File: config.mk
export PLATFORM = sky130hd
export DESIGN_NAME = icaf_gyro_div
export DESIGN_NICKNAME = d
export VERILOG_FILES = /design/src/design/icaf_pkg.sv /design/src/design/icaf_gyro_div.sv
export SDC_FILE = /design/constraint.sdc
export NUM_CORES = 2
export LEC_CHECK = 0
export BUFFER_PORTS_ARGS = -buffer_cell sky130_fd_sc_hd__buf_2
export CORE_ASPECT_RATIO = 0.7
export CORE_MARGIN = 5
export CORE_UTILIZATION = 35
export DETAILED_ROUTE_END_ITERATION = 8
export PLACE_DENSITY_LB_ADDON = 0.12
export RECOVER_POWER = 25
export SYNTH_ARGS = -nofsm -noshare
export SYNTH_HDL_FRONTEND = slang
export SYNTH_SLANG_ARGS = --single-unit
export TNS_END_PERCENT = 30
File: constraint.sdc
create_clock -name clk_i -period 12 [get_ports clk_i]
set_input_delay 0.6 -clock clk_i [delete_from_list [all_inputs] [get_ports clk_i]]
set_output_delay 0.6 -clock clk_i [all_outputs]
set_load 0.05 [all_outputs]
File: src/design/icaf_pkg.sv
// ----------------------------------------------------------------------------
// icaf_pkg
// Shared constants, types and helpers of the attitude filter.
// ----------------------------------------------------------------------------
package icaf_pkg;

  localparam int CordicStepsDef = 16;
  localparam int AngleFracDef   = 16;
  localparam int TblLen         = 24;
  localparam int TblFrac        = 24;

  localparam logic [30:0] DtDivisor = 31'd2096000000;
  localparam logic [31:0] TrustLo   = 32'd193944617;
  localparam logic [31:0] TrustHi   = 32'd355005890;

  // gyro divisor = DivOdd * 2^DivShift; DivRecip = floor(2^37 / DivOdd) gives
  // a quotient estimate low by at most one for any 37-bit partial dividend
  localparam int          DivShift = 10;
  localparam logic [20:0] DivOdd   = 21'd2046875;
  localparam logic [16:0] DivRecip = 17'((64'd1 << 37) / 64'(DivOdd));

  // register indexes (byte address / 4)
  localparam logic [2:0] RegGyroBiasX  = 3'd0;
  localparam logic [2:0] RegGyroBiasY  = 3'd1;
  localparam logic [2:0] RegGyroBiasZ  = 3'd2;
  localparam logic [2:0] RegRollOffset = 3'd3;
  localparam logic [2:0] RegPitchOff   = 3'd4;
  localparam logic [2:0] RegAlphaGain  = 3'd5;

  localparam logic [15:0] AlphaReset = 16'd62915;

  typedef enum logic [4:0] {
    S_IDLE, S_LOAD, S_SQY, S_SQZ, S_SQE,
    S_RS, S_RW, S_CS, S_CW, S_PS, S_PW, S_QS, S_QW, S_DW,
    S_BR1, S_BR2, S_BR3, S_BP1, S_BP2, S_BP3, S_YAW, S_OUT
  } state_e;

  typedef enum logic [2:0] {
    DIV_IDLE, DIV_MUL, DIV_LOAD, DIV_EST, DIV_FIX, DIV_STORE
  } div_phase_e;

  // atan(2^-i) in degrees, 24 fraction bits
  function automatic logic signed [33:0] atan_deg(input logic [4:0] idx);
    logic signed [33:0] v;
    case (idx)
      5'd0:  v = 34'sd754974720;
      5'd1:  v = 34'sd445687602;
      5'd2:  v = 34'sd235489088;
      5'd3:  v = 34'sd119537938;
      5'd4:  v = 34'sd60000934;
      5'd5:  v = 34'sd30029717;
      5'd6:  v = 34'sd15018523;
      5'd7:  v = 34'sd7509720;
      5'd8:  v = 34'sd3754917;
      5'd9:  v = 34'sd1877466;
      5'd10: v = 34'sd938734;
      5'd11: v = 34'sd469367;
      5'd12: v = 34'sd234684;
      5'd13: v = 34'sd117342;
      5'd14: v = 34'sd58671;
      5'd15: v = 34'sd29335;
      5'd16: v = 34'sd14668;
      5'd17: v = 34'sd7334;
      5'd18: v = 34'sd3667;
      5'd19: v = 34'sd1833;
      5'd20: v = 34'sd917;
      5'd21: v = 34'sd458;
      5'd22: v = 34'sd229;
      5'd23: v = 34'sd115;
      default: v = 34'sd0;
    endcase
    return v;
  endfunction

  function automatic logic signed [31:0] sat32(input logic signed [39:0] v);
    logic signed [31:0] r;
    if (v > 40'sd2147483647) begin
      r = 32'sh7fffffff;
    end else if (v < -40'sd2147483648) begin
      r = 32'sh80000000;
    end else begin
      r = v[31:0];
    end
    return r;
  endfunction

endpackage

File: src/design/icaf_gyro_div.sv
// ----------------------------------------------------------------------------
// icaf_gyro_div
// Gyro angle increments: rate times elapsed time over a constant, by
// reciprocal multiplication on 16-bit limbs, the three axes one after another.
// ----------------------------------------------------------------------------
module icaf_gyro_div #(
  parameter int ANGLE_FRAC_BITS = icaf_pkg::AngleFracDef
) (
  input  logic                              clk_i,
  input  logic                              rst_ni,
  input  logic                              start_i,
  input  logic signed [21:0]                rate_x_i,
  input  logic signed [21:0]                rate_y_i,
  input  logic signed [21:0]                rate_z_i,
  input  logic        [19:0]                us_i,
  output logic                              done_o,
  output logic signed [ANGLE_FRAC_BITS+12:0] delta_x_o,
  output logic signed [ANGLE_FRAC_BITS+12:0] delta_y_o,
  output logic signed [ANGLE_FRAC_BITS+12:0] delta_z_o
);
  import icaf_pkg::*;

  localparam int QB    = ANGLE_FRAC_BITS + 12;
  localparam int NW    = ANGLE_FRAC_BITS + 42;
  localparam int LIMBS = (NW - DivShift + 15) / 16;
  localparam int LW    = LIMBS * 16;
  localparam int LC    = $clog2(LIMBS);

  div_phase_e         phase_q, phase_d;
  logic [1:0]         axis_q;
  logic               neg_q, done_q;
  logic [40:0]        prod_q;
  logic [LW-1:0]      num_q, quo_q;
  logic [20:0]        rem_q;
  logic [15:0]        qe_q;
  logic [LC-1:0]      cnt_q;
  logic signed [21:0] rate_sel, rate_abs;
  logic [NW-1:0]      numer;
  logic [36:0]        cur;
  logic [53:0]        est;
  logic [21:0]        r0;
  logic               ge;
  logic signed [QB:0] qv;

  always_comb begin
    case (axis_q)
      2'd0:    rate_sel = rate_x_i;
      2'd1:    rate_sel = rate_y_i;
      default: rate_sel = rate_z_i;
    endcase
    rate_abs = rate_sel[21] ? -rate_sel : rate_sel;
    numer    = {1'b0, prod_q, {ANGLE_FRAC_BITS{1'b0}}} + NW'(DtDivisor >> 1);
    // partial dividend: running remainder over the next limb
    cur      = {rem_q, num_q[LW-1 -: 16]};
    est      = 54'(cur) * 54'(DivRecip);
    r0       = cur[21:0] - 22'(37'(qe_q) * 37'(DivOdd));
    ge       = r0 >= {1'b0, DivOdd};
    qv       = neg_q ? -$signed({1'b0, quo_q[QB-1:0]}) : $signed({1'b0, quo_q[QB-1:0]});
  end

  always_comb begin
    phase_d = phase_q;
    case (phase_q)
      DIV_IDLE:  if (start_i) phase_d = DIV_MUL;
      DIV_MUL:   phase_d = DIV_LOAD;
      DIV_LOAD:  phase_d = DIV_EST;
      DIV_EST:   phase_d = DIV_FIX;
      DIV_FIX:   phase_d = (cnt_q == LC'(LIMBS - 1)) ? DIV_STORE : DIV_EST;
      DIV_STORE: phase_d = (axis_q == 2'd2) ? DIV_IDLE : DIV_MUL;
      default:   phase_d = DIV_IDLE;
    endcase
  end

  always_ff @(posedge clk_i or negedge rst_ni) begin
    if (!rst_ni) begin
      phase_q <= DIV_IDLE;
      axis_q  <= '0;
      done_q  <= 1'b0;
    end else begin
      phase_q <= phase_d;
      done_q  <= (phase_q == DIV_STORE) && (axis_q == 2'd2);
      if (phase_q == DIV_IDLE) begin
        axis_q <= '0;
      end else if (phase_q == DIV_STORE) begin
        axis_q <= axis_q + 2'd1;
      end
    end
  end

  always_ff @(posedge clk_i) begin
    case (phase_q)
      DIV_MUL: begin
        prod_q <= 41'(rate_abs[20:0]) * 41'(us_i);
        neg_q  <= rate_sel[21];
      end
      DIV_LOAD: begin
        // drop the power-of-two factor of the divisor up front
        num_q <= LW'(numer[NW-1:DivShift]);
        rem_q <= '0;
        quo_q <= '0;
        cnt_q <= '0;
      end
      DIV_EST: begin
        qe_q <= est[52:37];
      end
      DIV_FIX: begin
        // estimate is low by at most one; bump it when the remainder overflows
        rem_q <= ge ? 21'(r0 - {1'b0, DivOdd}) : r0[20:0];
        quo_q <= {quo_q[LW-17:0], ge ? qe_q + 16'd1 : qe_q};
        num_q <= {num_q[LW-17:0], 16'b0};
        cnt_q <= cnt_q + LC'(1);
      end
      DIV_STORE: begin
        case (axis_q)
          2'd0:    delta_x_o <= qv;
          2'd1:    delta_y_o <= qv;
          default: delta_z_o <= qv;
        endcase
      end
      default: ;
    endcase
  end

  assign done_o = done_q;

endmodule

==> summary.txt <==
Status = finished with violations
Failing checks = capacitance limit, slew limit
RSZ-0062 raised after global routing = false
Max cap viols = 2
R2r endpoint = prod_q[39]
Startpoint class of the critical path = flop
Min Hold Slack = 0.378 ns
Post-layout min period = 10.78 ns
First-pass GRT wire length = 160 mm
Post-Synthesis Net Count = 4921
Hold-critical path endpoint = phase_q[0]
CTS tree = done
Post-synth EDFFs = 239
Final routed DRC violation total = 0
Reg clk slew, reported paths = 0.06 ns
Antenna Violating Nets Remaining = 0
Worst hold path depth = 3
Initial antenna violation count = 7
Mapped cell area = 0.0374 mm2
Cell taking the most area after synthesis = fa_1
Post-synthesis register bit count = 245
Initial Utilization = 35.2%
Core Area = 0.106 mm2
Via count = 25.2k
Yosys warns = 0
Vias in the first global route = 26.3k
Pin count of the biggest net entering global routing = 64
Clock buffer depth = 3
Finish-stage setup viols = 0
CP peak stage delay = 0.82 ns
Die Width = 401 um
Cts bufs inserted = 26
Ratio of cells with drive above 1 in the final layout = 5.19%
Synth area leaders = fa_1 (31%), edfxtp_1 (19%), ha_1 (17%)
Htree depth = 1
Bufs and invs on worst path = 6
Period utilization = 89.8%
Post-DP HPWL = 82.8 mm
Post-Route WL = 101 mm
Worst r2r src = axis_q[0]
FMAX = 92.8 MHz
Setup total negative slack = 0 ns
WL/cell = 19.1 um
Worst Min Path Start = start_i
Crit Path Class = reg2reg
FP Rows = 100
I/O Pins = 177
Final hold viol count = 0
Clk_lat worst skew = 0.56 ns
Pins Over Slew Limit = 58
Detailed Routing Iterations Pass 1 = 5
CTS sink count = 245
Crit-path leading delay family = adder cells
Die Height = 283 um
CP Max Fanout = 24
Hold WC Path Type = in2reg
Initial DRC count = 1427
Ys async rst share = 2.45%
Critical path endpoint category = flop
Post-CTS Setup Bufs = 0
Root Buffer = clkbuf_16
Mean Syn Cell Area = 9.97 um2
Worst path required time = 12.30 ns
Worst Tran Pin Value = 1.82 ns
Unique masters post-synth = 72
Number of port buffers = 176
Cell type of the slowest stage on the worst timing path = xnor2_2
Most common cell on crit path = fa_1
R2R depth = 34
Rel. slew slack = -22.0%
Worst Path Arrival = 11.07 ns
Cells after Synth = 3750
R2R setup slack = 1.22 ns
Remaining Overflow, GRT = 0
Drt via density = 4.74
Sequential area share after synthesis = 19.6%
Share of the synthesized area in the top cell type = 30.6%
GRT Total Usage = 18.0%
Ys flop type = edfxtp_1
Filler instances = 10.8k
# nets final = 5040
Layout area overhead = 9.27%
GPL Wtd Cong = 0.806
Die area = 0.114 mm2
Final clock skew = 0.0122 ns
-- worst max path at each step --
| stage | startpoint | end | cells after the start |
|---|---|---|---|
| final | axis_q[0] | prod_q[39] | 34 |
| after global placement | axis_q[0] | prod_q[39] | 34 |
| after floorplan | axis_q[0] | prod_q[39] | 35 |
| after global routing | axis_q[0] | prod_q[39] | 35 |
| after detailed placement | axis_q[0] | prod_q[39] | 34 |
| after CTS | axis_q[0] | prod_q[39] | 34 |
-- final cells by class --
cell class / count / area, um2 / share of cell area (%)
Clock inverter: 13 / 160 / 0.392
Inverter: 874 / 3280 / 8.03
Antenna cell: 5 / 12.5 / 0.0306
Multi-Input combinational cell: 2511 / 26500 / 65.0
Timing Repair Buffer: 211 / 1030 / 2.52
Sequential cell: 245 / 7330 / 17.9
Tap cell: 1428 / 1790 / 4.37
Clock buffer: 35 / 714 / 1.75
-- what timing repair did --
item | 4_1_cts | 5_1_grt
hold buffers | 1 | 0
hold endpoints to repair | 6 | 0
gates resized for setup | 0 | 0
endpoints found under the setup margin | 0 | 0
-- cell families (layout without fill, tap and decap cells) --
logic type	Yosys count	after routing	share of synthesized area, %
buffers and inverters	994	1133	10.0
DFF	245	245	19.6
xor gates and xnor gates	169	169	3.96
adders and majority gates	1082	1082	47.7
and+or+nand+nor	836	836	11.2
AOI/OAI and AO/OA	422	422	7.42
muxes	2	2	0.0536
other	0	5	0
-- layout by cell type (no fill, tap or decap), drive strengths merged, types with 19 or more instances in the layout --
master	Yosys	final
inv	874	874
nor2	89	89
clkbuf	111	125
ha	510	510
and2	245	245
nand2b	19	19
fa	572	572
o21ai	85	85
xor2	50	50
and3	26	26
buf	9	120
o21bai	19	19
nand2	315	315
nand3	44	44
edfxtp	239	239
nor3	19	19
a21oi	131	131
a22o	22	22
a21o	44	44
o31ai	19	19
xnor2	119	119
-- Yosys cell counts (all sizes together), types with 9 or more instances --
library cell and n:
inv 874, fa 572, ha 510, nand2 315
and2 245, edfxtp 239, a21oi 131, xnor2 119
clkbuf 111, nor2 89, o21ai 85, xor2 50
a21o 44, nand3 44, and3 26, a22o 22
nand2b 19, nor3 19, o21bai 19, o31ai 19
o21a 18, or3 18, nand4 16, or4 13
a31oi 12, a2111oi 10, buf 9
-- state kept, by name, indices dropped and copies added, names as in the netlist, 2 cells and up --
name       count
prod_q        41
num_q         43
qe_q          16
delta_y_o     29
delta_z_o     29
rem_q         21
delta_x_o     29
cnt_q          2
phase_q        3
quo_q         28
axis_q         2
-- worst min-delay path: cells and delay by family --
| kind | cells | cell delay [ns] |
|---|---|---|
| buffers and inverters | 1 | 0.10 |
| AOI/OAI and AO/OA | 1 | 0.06 |
| and+or+nand+nor | 1 | 0.12 |
-- metrics by stage --
| stage | util [%] | instance area (um2) | setup slack [ns] | instances |
|---|---|---|---|---|
| final | 38.5 | 40800 | 1.22 | 5322 |
| after global routing | 38.5 | 40800 | 0.584 | 5318 |
| after CTS | 38.6 | 41000 | 1.32 | 5317 |
| after detailed placement | 37.8 | 40100 | 1.36 | 5268 |
| after global placement | 37.8 | 40100 | 1.60 | 5268 |
| after floorplan | - | 37400 | 2.92 | 3750 |
-- per-layer routing --
| layer | routed length, um | GRT usage, % |
|---|---|---|
| met1 | 55000 | 29.8 |
| met2 | 40600 | 25.4 |
| met3 | 4630 | 2.30 |
| met4 | 1120 | 1.89 |
| met5 | 12 | 0 |
Power is left out: the tool's default activity adds up to more than one toggle a clock period on the data nets, which glitch-free logic cannot reach.
