`config.mk`:
```
export PLATFORM = sky130hd
export DESIGN_NAME = icaf_cordic
export DESIGN_NICKNAME = d
export VERILOG_FILES = /design/src/design/icaf_pkg.sv /design/src/design/icaf_cordic.sv
export SDC_FILE = /design/constraint.sdc
export NUM_CORES = 1
export LEC_CHECK = 0
export CAP_MARGIN = 20
export CORE_ASPECT_RATIO = 1.4
export CORE_MARGIN = 2
export CORE_UTILIZATION = 40
export DETAILED_ROUTE_END_ITERATION = 10
export DONT_BUFFER_PORTS = 1
export GPL_TIMING_DRIVEN = 0
export SYNTH_ARGS = -nofsm -noshare
export SYNTH_HDL_FRONTEND = slang
export SYNTH_SLANG_ARGS = --single-unit
```
`constraint.sdc`:
```
create_clock -name clk_i -period 7.25 [get_ports clk_i]
set_clock_uncertainty 0.1 [all_clocks]
set_input_delay 0.3625 -clock clk_i [delete_from_list [all_inputs] [get_ports clk_i]]
set_output_delay 0.3625 -clock clk_i [all_outputs]
set_load 0.005 [all_outputs]
```
`src/design/icaf_pkg.sv`:
```
// ----------------------------------------------------------------------------
// icaf_pkg
// Shared constants, types and helpers of the attitude filter.
// ----------------------------------------------------------------------------
package icaf_pkg;

  localparam int CordicStepsDef = 16;
  localparam int AngleFracDef   = 16;
  localparam int TblLen         = 24;
  localparam int TblFrac        = 24;

  localparam logic [30:0] DtDivisor = 31'd2096000000;
  localparam logic [31:0] TrustLo   = 32'd193944617;
  localparam logic [31:0] TrustHi   = 32'd355005890;

  // gyro divisor = DivOdd * 2^DivShift; DivRecip = floor(2^37 / DivOdd) gives
  // a quotient estimate low by at most one for any 37-bit partial dividend
  localparam int          DivShift = 10;
  localparam logic [20:0] DivOdd   = 21'd2046875;
  localparam logic [16:0] DivRecip = 17'((64'd1 << 37) / 64'(DivOdd));

  // register indexes (byte address / 4)
  localparam logic [2:0] RegGyroBiasX  = 3'd0;
  localparam logic [2:0] RegGyroBiasY  = 3'd1;
  localparam logic [2:0] RegGyroBiasZ  = 3'd2;
  localparam logic [2:0] RegRollOffset = 3'd3;
  localparam logic [2:0] RegPitchOff   = 3'd4;
  localparam logic [2:0] RegAlphaGain  = 3'd5;

  localparam logic [15:0] AlphaReset = 16'd62915;

  typedef enum logic [4:0] {
    S_IDLE, S_LOAD, S_SQY, S_SQZ, S_SQE,
    S_RS, S_RW, S_CS, S_CW, S_PS, S_PW, S_QS, S_QW, S_DW,
    S_BR1, S_BR2, S_BR3, S_BP1, S_BP2, S_BP3, S_YAW, S_OUT
  } state_e;

  typedef enum logic [2:0] {
    DIV_IDLE, DIV_MUL, DIV_LOAD, DIV_EST, DIV_FIX, DIV_STORE
  } div_phase_e;

  // atan(2^-i) in degrees, 24 fraction bits
  function automatic logic signed [33:0] atan_deg(input logic [4:0] idx);
    logic signed [33:0] v;
    case (idx)
      5'd0:  v = 34'sd754974720;
      5'd1:  v = 34'sd445687602;
      5'd2:  v = 34'sd235489088;
      5'd3:  v = 34'sd119537938;
      5'd4:  v = 34'sd60000934;
      5'd5:  v = 34'sd30029717;
      5'd6:  v = 34'sd15018523;
      5'd7:  v = 34'sd7509720;
      5'd8:  v = 34'sd3754917;
      5'd9:  v = 34'sd1877466;
      5'd10: v = 34'sd938734;
      5'd11: v = 34'sd469367;
      5'd12: v = 34'sd234684;
      5'd13: v = 34'sd117342;
      5'd14: v = 34'sd58671;
      5'd15: v = 34'sd29335;
      5'd16: v = 34'sd14668;
      5'd17: v = 34'sd7334;
      5'd18: v = 34'sd3667;
      5'd19: v = 34'sd1833;
      5'd20: v = 34'sd917;
      5'd21: v = 34'sd458;
      5'd22: v = 34'sd229;
      5'd23: v = 34'sd115;
      default: v = 34'sd0;
    endcase
    return v;
  endfunction

  function automatic logic signed [31:0] sat32(input logic signed [39:0] v);
    logic signed [31:0] r;
    if (v > 40'sd2147483647) begin
      r = 32'sh7fffffff;
    end else if (v < -40'sd2147483648) begin
      r = 32'sh80000000;
    end else begin
      r = v[31:0];
    end
    return r;
  endfunction

endpackage

```
`src/design/icaf_cordic.sv`:
```
// ----------------------------------------------------------------------------
// icaf_cordic
// Vectoring CORDIC atan2 in degrees, one micro-rotation per cycle.
// ----------------------------------------------------------------------------
module icaf_cordic #(
  parameter int CORDIC_STEPS    = icaf_pkg::CordicStepsDef,
  parameter int ANGLE_FRAC_BITS = icaf_pkg::AngleFracDef
) (
  input  logic               clk_i,
  input  logic               rst_ni,
  input  logic               start_i,
  input  logic signed [16:0] y_i,
  input  logic        [15:0] x_i,
  output logic               done_o,
  output logic signed [33:0] angle_o
);
  import icaf_pkg::*;

  localparam int NSteps = (CORDIC_STEPS < TblLen) ? CORDIC_STEPS : TblLen;
  localparam int RndSh  = TblFrac - ANGLE_FRAC_BITS;

  logic               busy_q, done_q, zero_q;
  logic [4:0]         cnt_q;
  logic signed [33:0] x_q, y_q, z_q, xs, ys, rnd;

  assign xs  = x_q >>> cnt_q;
  assign ys  = y_q >>> cnt_q;
  assign rnd = (z_q + (34'sd1 <<< (RndSh - 1))) >>> RndSh;

  always_ff @(posedge clk_i or negedge rst_ni) begin
    if (!rst_ni) begin
      busy_q <= 1'b0;
      done_q <= 1'b0;
    end else begin
      done_q <= 1'b0;
      if (start_i) begin
        busy_q <= 1'b1;
      end else if (busy_q && cnt_q == 5'(NSteps - 1)) begin
        busy_q <= 1'b0;
        done_q <= 1'b1;
      end
    end
  end

  always_ff @(posedge clk_i) begin
    if (start_i) begin
      x_q    <= {6'b0, x_i, 12'b0};
      y_q    <= {{5{y_i[16]}}, y_i, 12'b0};
      z_q    <= '0;
      cnt_q  <= '0;
      zero_q <= (x_i == 16'd0) && (y_i == 17'sd0);
    end else if (busy_q) begin
      if (!y_q[33]) begin
        x_q <= x_q + ys;
        y_q <= y_q - xs;
        z_q <= z_q + atan_deg(cnt_q);
      end else begin
        x_q <= x_q - ys;
        y_q <= y_q + xs;
        z_q <= z_q - atan_deg(cnt_q);
      end
      cnt_q <= cnt_q + 5'd1;
    end
  end

  assign done_o  = done_q;
  assign angle_o = zero_q ? 34'sd0 : rnd;

endmodule

```
==> results of run 1 <==
[metrics by stage]
stage / std cells / setup WS, ps / hold WS (ps) / setup TNS [ps]
final: 2817 / 46.5 / 5.58 / 0
after CTS: 2813 / 3.16 / 1.42 / 0
after global routing: 2816 / 10.0 / 16.4 / 0
after detailed placement: 2765 / -568 / -33.0 / -678
after global placement: 2757 / -550 / -33.0 / -832
after floorplan: 2199 / 1800 / -33.1 / 0
[worst paths after layout]
check                         start       to  slack [ps]  depth (start not counted)
setup / recovery           cnt_q[1]  x_q[33]          50                         23
hold / removal               x_i[8]  x_q[20]           6                          2
setup reg to reg           cnt_q[1]  x_q[33]          50                         23
hold reg to reg              z_q[0]   z_q[0]         390                          2
max in group asynchronous    rst_ni   busy_q        6880                          1
min in group asynchronous    rst_ni   done_o          40                          1
[cell families after synthesis]
kind of cell               count (synthesis)  synth area share, %
DFF                                      140                 18.0
AOI/OAI and AO/OA                        623                 22.7
adders and majority gates                115                 8.20
muxes                                    191                 16.9
and+or+nand+nor                          737                 19.4
xor gates and xnor gates                 183                 8.99
buffers and inverters                    210                 5.72
[cells in the mapped netlist, drive strengths merged (9+ instances only)]
library cell	instances	area share [%]
nor2	239	5.0
xor2	65	3.2
or2	11	0.39
mux2i	84	4.8
o211ai	23	0.97
and3	30	1.1
a211oi	21	0.91
o21bai	9	0.38
o21ai	124	3.5
ha	112	7.9
a31oi	22	0.77
mux2	25	1.6
dfxtp	99	11
nor2b	15	0.53
a21oi	181	5.1
inv	73	1.5
o21a	13	0.55
o22ai	41	1.4
mux4	82	11
clkbuf	74	1.7
nor3	41	1.2
o31ai	11	0.46
and4	9	0.46
a21o	50	2.1
o221ai	12	0.59
or3	12	0.42
nor4	14	0.61
and2	26	0.93
nand4	17	0.63
buf	61	2.5
nand3	49	1.4
nand2b	24	0.84
nand2	227	4.8
xnor2	118	5.8
a221oi	14	0.76
edfxtp	39	6.6
[final cells by class]
class                      instances  area share (%)
timing repair buffer              25            1.39
tap                              558            3.58
sequential                       140            16.4
buffer                           135            3.87
antenna                            3          0.0385
inverter                          75            1.44
clock inverter                    15           0.904
multi-input combinational       1849            70.2
clock buffer                      17            2.18
[cell usage in the layout (no fill, tap or decap), types with 30 or more instances in the layout]
master and n:
o22ai_1 41, o21ai_0 120, mux2i_1 78, nor3_1 40, nand2_1 227, nand3_1 49, mux4_2 73, inv_1 68
ha_1 112, xor2_1 65, xnor2_1 118, a21oi_1 180, dfxtp_1 99, and3_1 30, a21o_1 50, clkbuf_1 68
nor2_1 237, edfxtp_1 39
[critical path, stage by stage, from the launching register on]
cell,delay (ps)
dfxtp_1,440
buf_6,200
buf_12,180
buf_4,260
buf_6,230
nor2_1,90
a221oi_1,900
o221ai_1,620
and3b_1,410
and2_1,220
nand2_1,90
xor2_1,150
o22ai_1,120
ha_1,410
nand3_1,110
nor2_1,250
nand3_1,110
o21ai_0,320
o21ai_2,160
o311a_1,380
o221ai_1,370
o41ai_2,140
mux2i_2,440
mux2_1,370
[repair_timing]
item / in CTS / in global routing
resized for setup: 6 / 22
setup buffers: 0 / 1
hold buffers: 16 / 0
setup endpoints to repair: 3 / 26
gates cloned: 0 / 0
endpoints found under the hold margin: 17 / 0
pin swaps: 0 / 1
[routing by layer]
layer	wire, um	global-route usage [%]	vias up
met4	8070	30.0	2
met1	30000	38.7	9047
met3	6310	7.77	293
met5	13	0	-
li1	-	-	8294
met2	41700	63.6	985
[report_power, final]
part / internal [W] / switching [W] / leakage (nW)
Sequential: 0.00120 / 0.000589 / 1.27
Combinational: 0.00394 / 0.00547 / 6.40
Clock: 0.000521 / 0.000439 / 0.297
==> results_dict.tcl, run 1 <==
set metrics [dict create \
    clockBufferDepth 2 \
    numCtsBuffers 17 \
    maxCapViolCount 0 \
    placed_area_mm2 0.0186 \
    final_area_mm2 0.0195 \
    holdCritPathClass "primary input to flip-flop" \
    fp.dieH_um 254 \
    required_ps 7490 \
    power.density_cell_area_mw_per_mm2 624 \
    grt_pass1_wl_um 123000 \
    slew_violations 0 \
    die_area_mm2 0.0463 \
    total_power_w 0.0122 \
    ioPinCount 71 \
    grtUsageTotal_pct 36.8 \
    drive_gt1_share_pct 11.2 \
    netlist-cell-type-count 103 \
    grt_overflow 0 \
    grt_max_degree 23 \
    register_area_mm2 0.00320 \
    cp_max_fo 10 \
    status "complete, no violations" \
    htree_num_levels 4 \
    netlist_area_mm2 0.0178 \
    cts_tree "yes" \
    peakVddDrop_mv 0.260 \
    cp.arrival_ps 7440 \
    dr.pass1.iters 5 \
    cp-end-kind "flip-flop" \
    p_leak_nw 7.96 \
    setup_violations 0 \
    worstSetupStartpointType "flip-flop" \
    syn-num-nets 2350 \
    wl_per_cell_um 30.6 \
    hpwlAfterDp_um 68200 \
    finalCritPeriodShare_pct 99.4 \
    antenna_found_initial 4 \
    coreArea_mm2 0.0441 \
    tightest_slew_ps 1240 \
    nets 2394 \
    synth_edf_count 39 \
    fp.dieW_um 182 \
    drc 0 \
    hold_viol_final 0 \
    synth.avg_cell_area_um2 8.10 \
    areaGrowthSynthToFinish_pct 9.46 \
    vias 18621 \
    finalWirelength_um 86100 \
    yosysSeqAreaShare_pct 18.0 \
    clock-sinks 140 \
    fmax_ghz 0.139 \
    cts.reportedPaths.clkPinSlew_ps 80 \
    postRouteAntennaNets 0 \
    fillers 4418 \
    start_util_pct 40.4 \
    async_reset_ff_share_pct 1.43 \
    ys_ff_latch 140 \
    grt_pass1_vias 17882 \
    worst_skew_pair.late_latency_ps 460 \
    multi_input_area_mm2 0.0137 \
    placementRows 91 \
    synthCells 2199 \
    slew_headroom_pct 17.3 \
    drt-initial-drc-count 1831 \
    gp_congestion 1.07 \
    via_per_inst 6.61 \
    yosys_warnings 0 \
    rsz0062_at_grt "false" \
    critPathKind "flip-flop to flip-flop" \
    min_period_ps 7200 \
    root_buffer "clkbuf_16" \
    fin_util_pct 44.3 \
    numPortBuffers 0 \
    ys.flop_type "dfxtp_1" \
]
(Power assumes the default switching activity.)
==> run 2, diff against run 1 <==
Settings changed: CORE_ASPECT_RATIO 1.4 to 0.7, CORE_MARGIN 2 to 8.
==> run 2 against run 1 <==
Compared with the run above: sequential share of layout area barely moved; critical path depth down 2; cell area is 0.14% higher; global-route usage shrank 3.8 points; hold slack improved by 6.9 ps; utilization grew 0.33 points; combinational power is essentially flat; clock power decreased by 11%; register-to-register slack hardly changed; critical path type unchanged; largest cell class unchanged; largest power group unchanged.
==> results_dict.tcl, run 2 (same netlist as run 1, synthesis figures left out) <==
set metrics [dict create \
    maxCapViolCount 0 \
    areaGrowthSynthToFinish_pct 9.61 \
    min_from "y_i[1]" \
    r2r_setup_slack_ps 40 \
    critPathMaxStageDelay_ps 960 \
    hpwlAfterDp_um 70000 \
    finalWirelength_um 87100 \
    drive_gt1_share_pct 10.9 \
    grt_max_degree 24 \
    ioPinCount 71 \
    final_cell_mix "nor2_1, nand2_1, a21oi_1" \
    worst_skew_pair.late_latency_ps 460 \
    fp.dieW_um 268 \
    cp-end-kind "flip-flop" \
    rr_worst_depth 21 \
    nets 2402 \
    die_area_mm2 0.0517 \
    hold_viol_final 0 \
    placementRows 64 \
    vias 18913 \
    coreArea_mm2 0.0438 \
    via_per_inst 6.62 \
    crit_chain "buf_6 -> clkbuf_2 -> nor2_1 -> clkbuf_1 -> a221oi_1 -> nor3_1 -> and2_1 -> and4b_1 -> mux2_2 -> o32ai_1 -> ha_1 -> a21oi_1 -> o21bai_1 -> a21o_1 -> a21oi_1 -> o311ai_0 -> a2111oi_0 -> a21oi_1 -> a31oi_1 -> xor2_1 -> o22ai_1" \
    crit_buf_inv 3 \
    holdCritPathClass "primary input to flip-flop" \
    setup_ws_ps 35.0 \
    clock-sinks 140 \
    htree_num_levels 4 \
    worstSetupStartpointType "flip-flop" \
    numPortBuffers 0 \
    cp_top_family "compound AO/OA/AOI/OAI gates" \
    crit_path_top_delay_cell "nor2_1" \
    r2r_start "cnt_q[3]" \
    slew_violations 0 \
    required_ps 7450 \
    antenna_found_initial 4 \
    critPathKind "flip-flop to flip-flop" \
    timing.rr.end "x_q[32]" \
    final_common_cell "nor2_1" \
    numCtsBuffers 17 \
    gp_congestion 1.04 \
    start_util_pct 40.7 \
    cts_tree "yes" \
    drc 0 \
    status "complete, no violations" \
    grt_pass1_vias 17695 \
    min_period_ps 7210 \
    worstHoldPathCells 2 \
    p_leak_nw 7.97 \
    wl_per_cell_um 30.5 \
    fp.dieH_um 193 \
    tightest_slew_ps 1170 \
    power.density_cell_area_mw_per_mm2 623 \
    dr.pass1.iters 8 \
    fin_util_pct 44.6 \
    worstHoldEndpoint "y_q[13]" \
    dp_worst_setup_slack_ps -308 \
    root_buffer "clkbuf_16" \
    drt-initial-drc-count 2239 \
    clockBufferDepth 2 \
    grtUsageTotal_pct 33.0 \
    setup_violations 0 \
    cts.reportedPaths.clkPinSlew_ps 80 \
    slew_headroom_pct 21.4 \
    finalCritPeriodShare_pct 99.5 \
    cp.arrival_ps 7410 \
    grt_pass1_wl_um 125000 \
    fmax_ghz 0.139 \
    cp_max_fo 10 \
    grt_overflow 0 \
    postRouteAntennaNets 0 \
    peakVddDrop_mv 0.455 \
    cp_common_cell "a21oi_1" \
    rsz0062_at_grt "false" \
]
[run 2: what timing repair did]
item	in CTS	in global routing
gates resized for setup	5	26
hold buffers	25	0
endpoints found under the hold margin	26	0
setup buffers	0	0
setup endpoints to repair	5	17
pin swaps	0	1
[run 2: how the worst max path moves through the flow]
stage | start | to | depth (start not counted)
2_1_floorplan | cnt_q[0] | x_q[33] | 20
3_3_place_gp | cnt_q[3] | x_q[33] | 22
3_5_place_dp | cnt_q[3] | x_q[33] | 22
4_1_cts | cnt_q[3] | y_q[29] | 22
5_1_grt | cnt_q[1] | x_q[32] | 25
6_report | cnt_q[3] | x_q[32] | 21
[run 2: area by class of cell]
class | count | area [um2]
Fill cell | 4427 | 24300
Multi-Input combinational cell | 1849 | 13700
Sequential cell | 140 | 3200
Buffer | 135 | 754
Tap cell | 594 | 743
Clock buffer | 21 | 462
Timing Repair Buffer | 33 | 344
Inverter | 75 | 282
Clock inverter | 11 | 82.6
Antenna cell | 1 | 2.50
[run 2: power by group]
group / internal [W] / switching (W) / total, W
combinational: 0.00393 / 0.00548 / 0.00941
sequential: 0.00120 / 0.000708 / 0.00191
clock: 0.000462 / 0.000395 / 0.000856
[run 2: stage by stage]
step / hold WS, ps / instance area (um2) / total power (W) / TNS (ps) / cells
after CTS: 2.99 / 19400 / 0.0119 / 0 / 2855
after global routing: 12.2 / 19500 / 0.0130 / 0 / 2858
final: 12.5 / 19500 / 0.0122 / 0 / 2859
after global placement: -33.0 / 18600 / 0.0107 / -519 / 2793
after detailed placement: -33.0 / 18600 / 0.0109 / -499 / 2798
after floorplan: -33.1 / 17800 / 0.00845 / 0 / 2199
[run 2: metal layers]
layer,share of wire (%),global-route usage [%]
met1,46,48.2
met2,40,46.8
met3,11,8.92
met4,2.6,9.70
met5,0.015,0
