File: src/design/icaf_pkg.sv
// ----------------------------------------------------------------------------
// icaf_pkg
// Shared constants, types and helpers of the attitude filter.
// ----------------------------------------------------------------------------
package icaf_pkg;

  localparam int CordicStepsDef = 16;
  localparam int AngleFracDef   = 16;
  localparam int TblLen         = 24;
  localparam int TblFrac        = 24;

  localparam logic [30:0] DtDivisor = 31'd2096000000;
  localparam logic [31:0] TrustLo   = 32'd193944617;
  localparam logic [31:0] TrustHi   = 32'd355005890;

  // gyro divisor = DivOdd * 2^DivShift; DivRecip = floor(2^37 / DivOdd) gives
  // a quotient estimate low by at most one for any 37-bit partial dividend
  localparam int          DivShift = 10;
  localparam logic [20:0] DivOdd   = 21'd2046875;
  localparam logic [16:0] DivRecip = 17'((64'd1 << 37) / 64'(DivOdd));

  // register indexes (byte address / 4)
  localparam logic [2:0] RegGyroBiasX  = 3'd0;
  localparam logic [2:0] RegGyroBiasY  = 3'd1;
  localparam logic [2:0] RegGyroBiasZ  = 3'd2;
  localparam logic [2:0] RegRollOffset = 3'd3;
  localparam logic [2:0] RegPitchOff   = 3'd4;
  localparam logic [2:0] RegAlphaGain  = 3'd5;

  localparam logic [15:0] AlphaReset = 16'd62915;

  typedef enum logic [4:0] {
    S_IDLE, S_LOAD, S_SQY, S_SQZ, S_SQE,
    S_RS, S_RW, S_CS, S_CW, S_PS, S_PW, S_QS, S_QW, S_DW,
    S_BR1, S_BR2, S_BR3, S_BP1, S_BP2, S_BP3, S_YAW, S_OUT
  } state_e;

  typedef enum logic [2:0] {
    DIV_IDLE, DIV_MUL, DIV_LOAD, DIV_EST, DIV_FIX, DIV_STORE
  } div_phase_e;

  // atan(2^-i) in degrees, 24 fraction bits
  function automatic logic signed [33:0] atan_deg(input logic [4:0] idx);
    logic signed [33:0] v;
    case (idx)
      5'd0:  v = 34'sd754974720;
      5'd1:  v = 34'sd445687602;
      5'd2:  v = 34'sd235489088;
      5'd3:  v = 34'sd119537938;
      5'd4:  v = 34'sd60000934;
      5'd5:  v = 34'sd30029717;
      5'd6:  v = 34'sd15018523;
      5'd7:  v = 34'sd7509720;
      5'd8:  v = 34'sd3754917;
      5'd9:  v = 34'sd1877466;
      5'd10: v = 34'sd938734;
      5'd11: v = 34'sd469367;
      5'd12: v = 34'sd234684;
      5'd13: v = 34'sd117342;
      5'd14: v = 34'sd58671;
      5'd15: v = 34'sd29335;
      5'd16: v = 34'sd14668;
      5'd17: v = 34'sd7334;
      5'd18: v = 34'sd3667;
      5'd19: v = 34'sd1833;
      5'd20: v = 34'sd917;
      5'd21: v = 34'sd458;
      5'd22: v = 34'sd229;
      5'd23: v = 34'sd115;
      default: v = 34'sd0;
    endcase
    return v;
  endfunction

  function automatic logic signed [31:0] sat32(input logic signed [39:0] v);
    logic signed [31:0] r;
    if (v > 40'sd2147483647) begin
      r = 32'sh7fffffff;
    end else if (v < -40'sd2147483648) begin
      r = 32'sh80000000;
    end else begin
      r = v[31:0];
    end
    return r;
  endfunction

endpackage

File: src/design/icaf_isqrt.sv
// ----------------------------------------------------------------------------
// icaf_isqrt
// Bit-pair integer square root, one result bit per cycle.
// ----------------------------------------------------------------------------
module icaf_isqrt (
  input  logic        clk_i,
  input  logic        rst_ni,
  input  logic        start_i,
  input  logic [31:0] radicand_i,
  output logic        done_o,
  output logic [15:0] root_o
);
  import icaf_pkg::*;

  logic        busy_q, done_q;
  logic [31:0] s_q, bit_q;
  logic [32:0] r_q, trial;

  assign trial = r_q + {1'b0, bit_q};

  always_ff @(posedge clk_i or negedge rst_ni) begin
    if (!rst_ni) begin
      busy_q <= 1'b0;
      done_q <= 1'b0;
    end else begin
      done_q <= 1'b0;
      if (start_i) begin
        busy_q <= 1'b1;
      end else if (busy_q && bit_q == 32'd1) begin
        busy_q <= 1'b0;
        done_q <= 1'b1;
      end
    end
  end

  always_ff @(posedge clk_i) begin
    if (start_i) begin
      s_q   <= radicand_i;
      r_q   <= '0;
      bit_q <= 32'h4000_0000;
    end else if (busy_q) begin
      if ({1'b0, s_q} >= trial) begin
        s_q <= s_q - trial[31:0];
        r_q <= (r_q >> 1) + {1'b0, bit_q};
      end else begin
        r_q <= r_q >> 1;
      end
      bit_q <= bit_q >> 2;
    end
  end

  assign done_o = done_q;
  assign root_o = r_q[15:0];

endmodule

File: config.mk
export PLATFORM = sky130hd
export DESIGN_NAME = icaf_isqrt
export DESIGN_NICKNAME = d
export VERILOG_FILES = /design/src/design/icaf_pkg.sv /design/src/design/icaf_isqrt.sv
export SDC_FILE = /design/constraint.sdc
export NUM_CORES = 1
export LEC_CHECK = 0
export ABC_AREA = 1
export BUFFER_PORTS_ARGS = -buffer_cell sky130_fd_sc_hd__buf_4
export CAP_MARGIN = 10
export CORE_MARGIN = 1.5
export CORE_UTILIZATION = 63
export DETAILED_ROUTE_END_ITERATION = 8
export PLACE_DENSITY = 0.82
export SYNTH_ARGS = -nofsm -noshare
export SYNTH_HDL_FRONTEND = slang
export SYNTH_SLANG_ARGS = --single-unit
File: constraint.sdc
create_clock -name clk_i -period 7.1 [get_ports clk_i]
set_input_delay 1.42 -clock clk_i [delete_from_list [all_inputs] [get_ports clk_i]]
set_output_delay 1.42 -clock clk_i [all_outputs]
set_load 0.02 [all_outputs]
==> run summary, run 1 <==
The tools report the number of global-route vias before repair as 8368. Using the TritonRoute via totals, the vias-per-cell ratio works out to 5.80. The buffer and inverter count on the worst path is 1. Post-synthesis instance area: 9100 um^2. In this run the worst hold path is classified as flip-flop to flip-flop. The setup skew after layout is 9.61 ps, and the areal power density over the cells is 411 nW/um^2.

The critical path is of the flip-flop to flip-flop type. Across the run, the number of max-cap violations was 0. For this run, the top clock speed supported by timing is 205 MHz. The initial antenna violation count was 0.

The area share of the largest cell type after synthesis was 0.181; the final critical-path share of the clock period was 0.686. The global placement routability congestion is 0.956, and the total count of max-transition violations in the final report is 0. The worst path meets setup with 2230 ps of slack. The die area is 15200 um^2, and the sum of routed wire length over all layers is 26.6 mm. The fraction of registers with async set/reset came out at 0.0241. Clock latency on the worst-skew pair, taken at its later pin, is 350 ps.

Summing over every cut layer, the via total after detailed routing is 9432. CTS placed an instance of sky130_fd_sc_hd__clkbuf_16 at the clock tree root. The tools report the maximum number of pins on one net before global-route repair as 73. The startpoint identified for the worst hold timing path is r_q[0]. The number of cell rows is 43, and the number of post-CTS setup repair buffers is 0.

The maximum ir drop on the vdd rail is 0.352 mV. For this design the static power due to leakage is 4.70 nW. Clock transition at the registers of the reported paths: 60 ps. The pre-antenna-repair detailed-routing pass consisted of 6 iterations. The final-report hold violation count came out at 0.

TritonCTS built the clock tree. The initial cell density of the core was 0.651. Summed over all nets, the half-perimeter wirelength after detailed placement is 20.2 mm.

The maximum clock insertion buffer count came out at 2. For this run, the slowest stage of the critical path takes 420 ps. Of all nets on the critical path, the largest fanout is 34. Summed over all failing endpoints, the final setup total negative slack is 0 ps. In this design, the largest share of critical-path delay is due to simple AND/OR/NAND/NOR gates.

The run gives 0.428 as the worst-case headroom to the max-slew limit. From bottom edge to top edge, the die measures 123 um. The post-cts sizing count was 0. Across all register-to-register paths, the minimum setup slack is 2230 ps. The dominant register cell in the synthesized netlist is sky130_fd_sc_hd__dfxtp_1. The detail route stage leaves a number of antenna-violating nets equal to 0.

Relative to the synthesized area, the layout overhead comes to 6.32%. Data on the critical path arrives at its endpoint at 4870 ps. Ranked by total cell area, the synthesized netlist is headed by sky130_fd_sc_hd__nand2_1 18%, sky130_fd_sc_hd__dfxtp_1 11%, sky130_fd_sc_hd__edfxtp_1 11%.

In this run, CTS created clock tree buffers numbering 9. The dominant cell type by area after synthesis is sky130_fd_sc_hd__nand2_1. Counting I/O delays and the setup requirement, the final critical path takes 4870 ps.

Data on the critical path is required at its endpoint by 7090 ps. For this design, the slowest cell found on the critical path is sky130_fd_sc_hd__dfxtp_1. The tools report the startpoint class of the critical path as a flip-flop. 0 antenna diodes ended up in the layout. The kind of end point of the critical path was a flip-flop. The quantity of I/O buffers inserted on ports is 51.

The flow ran to the end, and the final reports show no timing, DRC or antenna violations. Setup repair after global routing left no endpoint under its margin. The number of different library cells used by synthesis comes to 53. The ratio of cells with drive above 1 in the final layout was 0.115; the synthesis warning total was 0. At the placement stage, the worst setup path has a slack of 2380 ps. For the post-layout net count, the log shows 1544. For the post-synth net total, the log shows 1536.

In this design, the critical path's most frequently occurring cell is sky130_fd_sc_hd__nand2_1. The worst setup path startpoint was bit_q[0]. DRC violation count after routing: 0. The logs give 0.219 for the sequential-to-total area share from yosys stat and 0 for the global-route congestion overflow total. The startpoint identified for the worst register-to-register timing path is bit_q[0].

The tools report the number of setup violations in the final report as 0. For the pin with the worst max-slew slack, the measured transition is 858 ps. Sink count of the clock tree: 83.

In this run the count of I/O pins placed on the die edge is 52. The die span in x is 123 um, and the DRC violation total after the first TritonRoute iteration is 1015. Number of buffers inserted for hold repair after clock tree synthesis: 0.

Counting flops with a built-in enable in the synthesized netlist gives 32. The tools report the first-pass GRT wire length as 41.9 mm. CTS built an H-tree with a depth of 3.

The tools report the utilization after layout as 0.692. Counting flops and latches in the post-synthesis netlist gives 83. The core region area came out at 14000 um^2. Global-route usage over all layers: 0.354. The cell count after synthesis was 1434; the post-synthesis average cell area was 6.35 um^2. Average detailed-routed wire length per instance: 16.3 um.
-- Yosys cell counts, drive strengths merged (14+ instances only) --
cell type,number
xnor2,24
nor2,128
edfxtp,32
buf,36
inv,172
nand3,150
xor2,27
nand2,474
clkbuf,22
nand4,17
ha,66
a21oi,85
dfxtp,49
o21ai,52
nor3,14
o21bai,14
-- per-layer routing --
metal,GRT usage,up-vias,wire length [um]
li1,-,4673,-
met1,0.507,4257,12000
met2,0.540,455,11500
met3,0.0581,47,2450
met4,0.117,0,651
met5,0,-,0
-- stage by stage --
stage          power, mW  area [um^2]  std cells  hold slack, ps
6_report            3.98         9680       1627             500
3_5_place_dp        3.44         9400       1611             494
5_1_grt             4.29         9680       1627             517
3_3_place_gp        3.41         9400       1611             490
4_1_cts             3.92         9680       1627             502
2_1_floorplan       2.92         9100       1434             474
-- flip-flops by register name, summed over array words and instances (netlist names) --
name    cells
bit_q      16
busy_q      1
done_o      1
r_q        33
s_q        32
-- layout by cell type (no fill, tap or decap), types with 4 or more instances in the layout --
master                      count
sky130_fd_sc_hd__o21bai_1      14
sky130_fd_sc_hd__a21oi_1       66
sky130_fd_sc_hd__nor4_1         5
sky130_fd_sc_hd__xor2_1        27
sky130_fd_sc_hd__and2_1         4
sky130_fd_sc_hd__a21o_1         8
sky130_fd_sc_hd__nand3_2       18
sky130_fd_sc_hd__a21oi_2       19
sky130_fd_sc_hd__nand4_1       17
sky130_fd_sc_hd__xnor2_1       24
sky130_fd_sc_hd__ha_1          66
sky130_fd_sc_hd__edfxtp_1      32
sky130_fd_sc_hd__nor2_1       125
sky130_fd_sc_hd__nand3b_1      13
sky130_fd_sc_hd__clkbuf_16     10
sky130_fd_sc_hd__inv_1        167
sky130_fd_sc_hd__a31oi_1        4
sky130_fd_sc_hd__inv_2          5
sky130_fd_sc_hd__o21ai_1        5
sky130_fd_sc_hd__o21ai_0       46
sky130_fd_sc_hd__nand2_2       25
sky130_fd_sc_hd__nor3_1        12
sky130_fd_sc_hd__nand3_1      132
sky130_fd_sc_hd__dfxtp_1       49
sky130_fd_sc_hd__o21a_1         4
sky130_fd_sc_hd__or2_2         11
sky130_fd_sc_hd__nand2_1      438
sky130_fd_sc_hd__nand2_4        8
sky130_fd_sc_hd__buf_4         55
-- cell type report --
type | instances | area [um^2]
clock buffer | 13 | 262
clock inverter | 3 | 18.8
fill | 1292 | 4310
inverter | 173 | 649
multi-input combinational | 1120 | 6120
sequential | 83 | 1990
tap | 180 | 225
timing repair buffer | 55 | 413
-- tightest hold or removal path, cell delays in order, from the launching register on --
cell and delay, ps:
sky130_fd_sc_hd__dfxtp_1 330, sky130_fd_sc_hd__nand2_1 80, sky130_fd_sc_hd__a21oi_2 50
-- cell families after synthesis --
group                      count (synthesis)  share of synthesized area
xor gates and xnor gates                  51                     0.0491
and+or+nand+nor                          820                      0.409
buffers and inverters                    231                      0.110
AOI/OAI and AO/OA                        182                      0.121
DFF                                       83                      0.219
adders and majority gates                 67                     0.0929
-- where the power goes --
group / internal (mW) / switching, mW
sequential: 0.707 / 0.162
clock: 0.259 / 0.203
combinational: 0.942 / 1.71
total: 1.91 / 2.07
-- worst paths after layout --
path | to | depth (start not counted)
max | s_q[27] | 25
max reg2reg | s_q[27] | 25
min in group asynchronous | busy_q | 1
min reg2reg | r_q[0] | 2
min | r_q[0] | 2
max in group asynchronous | busy_q | 1
No activity file was read; power rests on OpenSTA's default activity.
==> run 2, diff against run 1 <==
Clock period 7.1 ns to 4.5 ns, I/O delays scaled along.
==> run summary, run 2 (synthesis results as in run 1) <==
The clock transition at the registers of the reported paths was 70 ps (was 60 ps); the final critical-path share of the clock period was 0.952 (was 0.686). The total stage count of the critical path was 24 (was 25); the maximum clock insertion buffer count was 2 (unchanged). For the number of fillers in the final layout, the log shows 1273 (was 1292).

The cell with the biggest individual delay on the critical path is sky130_fd_sc_hd__dfxtp_1 (unchanged). The average detailed-routed wire length per instance was 16.4 um (was 16.3 um); the worst-case headroom to the max-slew limit was 0.437 (was 0.428). The areal power density over the cells came out at 656 nW/um^2 (was 411 nW/um^2).

The logs give 9442 (was 9432) for the via total after detailed routing and 14000 um^2 (unchanged) for the core region area. The quantity of I/O buffers inserted on ports works out to 51 (unchanged). The buffer and inverter count on the worst path was 3 (was 1); the total count of max-transition violations in the final report was 0 (unchanged). The delay of the slowest critical-path stage was 380 ps (was 420 ps); the number of maximum-capacitance constraint violations was 0 (unchanged). The tools report the count of nets left with antenna violations after detail routing as 0 (unchanged). The sum of routed wire length over all layers is 27.0 mm (was 26.6 mm).

Walking the worst path, the cells encountered are ha_1 -> nand3_1 -> nand2_1 -> inv_1 -> o21ai_1 -> nand3_1 -> nand2_1 -> a21oi_1 -> o21ai_2 -> nand2_1 -> nand3_1 -> nand2_1 -> ha_1 -> nand2_1 -> nor3_2 -> inv_1 -> nor2_1 -> nand2_2 -> nand2_2 -> nand2_4 -> nand2_8 -> nand2_8 -> o21ai_2 -> buf_12. Flip-flop count of the largest register after layout: 33 (unchanged). TritonCTS built the clock tree. The most frequent cell on the critical path was sky130_fd_sc_hd__nand2_1 (unchanged).

The number of cell rows came out at 43 (unchanged). The maximum ir drop on the vdd rail came out at 0.457 mV (was 0.352 mV). The initial cell density of the core came out at 0.651 (unchanged).

The root buffer cell is sky130_fd_sc_hd__clkbuf_16 (unchanged). The cell area after layout is 9880 um^2 (was 9680 um^2). Highest-count cells in the layout ignoring fill and taps: 438 x sky130_fd_sc_hd__nand2_1, 167 x sky130_fd_sc_hd__inv_1, 132 x sky130_fd_sc_hd__nand3_1 (unchanged). The setup skew after layout was 5.70 ps (was 9.61 ps); the DRC violation total after the first TritonRoute iteration was 875 (was 1015). The run gives 4340 ps (was 4870 ps) as the signal arrival time at the worst endpoint. For the number of buffers created by CTS, the log shows 9 (unchanged).

The register with the most flip-flops was r_q (unchanged). The number of post-CTS setup repair buffers is 0 (unchanged). The run gives 6 (unchanged) as the detailed-routing iteration count for the pre-antenna-repair pass.

The startpoint class of the critical path is a flip-flop (unchanged). Kind of end point of the critical path: a flip-flop (unchanged). For the global placement routability congestion, the log shows 0.982 (was 0.956). The logs give 8215 (was 8368) for the number of global-route vias before repair and 20.8 mm (was 20.2 mm) for the HPWL reported at the end of detailed placement. Required time at the endpoint of the critical path: 4550 ps (was 7090 ps). The initial antenna violation count was 0 (unchanged); the number of buffers inserted for hold repair after clock tree synthesis was 0 (unchanged).

The flow ran to the end, and the final reports show no timing, DRC or antenna violations. Die span in x: 123 um (unchanged). The class of the most critical hold timing path was primary input to async pin (was flip-flop to flip-flop). Insertion delay to the later sink of the worst-skew pair: 350 ps (about the same). The global-route congestion overflow total was 0 (unchanged); the largest fanout on the critical path was 32 (was 34).

The family of cells with the greatest summed delay on the critical path was simple AND/OR/NAND/NOR gates (unchanged). Post-route worst setup slack: 214 ps (was 2230 ps). For the total negative slack, the log shows 0 ps (unchanged). Commonest non-fill, non-tap cell in the layout: sky130_fd_sc_hd__nand2_1 (unchanged). The number of setup violations in the final report is 0 (unchanged). The maximum frequency from static timing analysis was 233 MHz (was 205 MHz). The boundary pin count is 52 (unchanged).

Setup repair after global routing left no endpoint under its margin. The area growth from synthesis to layout came out at 8.56% (was 6.32%). The height of the die came out at 123 um (unchanged). The minimum clock period after layout is 4290 ps (was 4870 ps). The global-route usage over all layers was 0.349 (was 0.354); the maximum number of pins on one net before global-route repair was 72 (was 73). Category of the most critical setup path: flip-flop to flip-flop (unchanged). The count of cells along the worst register-to-register path is 24 (was 25), and the DRC violation count after routing is 0 (unchanged). The sink count of the clock tree is 83 (unchanged), and the level count of the clock H-tree is 3 (unchanged). Number of diodes added for antenna fixing: 0 (unchanged).

The transition time at the pin with the least slew margin is 844 ps (was 858 ps), and the post-placement worst setup slack is 218 ps (was 2380 ps). Largest registers: r_q x33, s_q x32, bit_q x16 (unchanged). The tools report the placed standard-cell area as 9550 um^2 (was 9400 um^2). The reported leakage power is 4.82 nW (was 4.70 nW), and the ratio of cells with drive above 1 in the final layout is 0.130 (was 0.115).

The run gives 15200 um^2 (unchanged) as the die area. The post-layout net count is 1562 (was 1544), and the final-report hold violation count is 0 (unchanged). The vias per cell came out at 5.74 (was 5.80). For the first-pass GRT wire length, the log shows 41.0 mm (was 41.9 mm).
-- run 2: metal layers --
metal  global-route usage  vias to the layer above  share of wire
li1                     -                     4699              -
met1                0.495                     4300           0.46
met2                0.539                      394           0.43
met3               0.0687                       49          0.090
met4               0.0984                        0          0.020
met5                    0                        -              0
-- run 2: timing repair --
item                                    4_1_cts  5_1_grt
endpoints found under the setup margin        0       65
endpoints found under the hold margin         0        0
resized for setup                             0        5
-- run 2: worst paths after layout --
path                            startpoint      to  slack (ps)
min in group clk_i                  r_q[0]  r_q[0]         520
worst max register to register      r_q[2]  s_q[2]         210
worst min register to register      r_q[0]  r_q[0]         520
worst min-delay path                rst_ni  done_o         320
worst max-delay path                r_q[2]  s_q[2]         210
max in group asynchronous           rst_ni  busy_q        4080
-- run 2: final cells by class --
cell class	instances	area, um^2	area share
Clock buffer	10	239	0.0242
Sequential cell	83	1990	0.202
Clock inverter	6	46.3	0.00469
Inverter	173	649	0.0657
Tap cell	180	225	0.0228
Timing Repair Buffer	73	602	0.0609
Multi-Input combinational cell	1120	6130	0.620
-- run 2: through the flow --
stage	total power, mW	util	std cells	hold slack [ps]
after floorplan	4.61	-	1434	474
after global placement	5.50	0.683	1628	492
after detailed placement	5.54	0.683	1628	509
after CTS	6.30	0.703	1644	311
after global routing	6.97	0.706	1645	314
final	6.48	0.706	1645	318
-- run 2: report_power, final --
group	internal (mW)	switching (mW)	total, mW
Sequential	1.11	0.189	1.30
Combinational	1.65	2.80	4.45
Clock	0.395	0.339	0.734
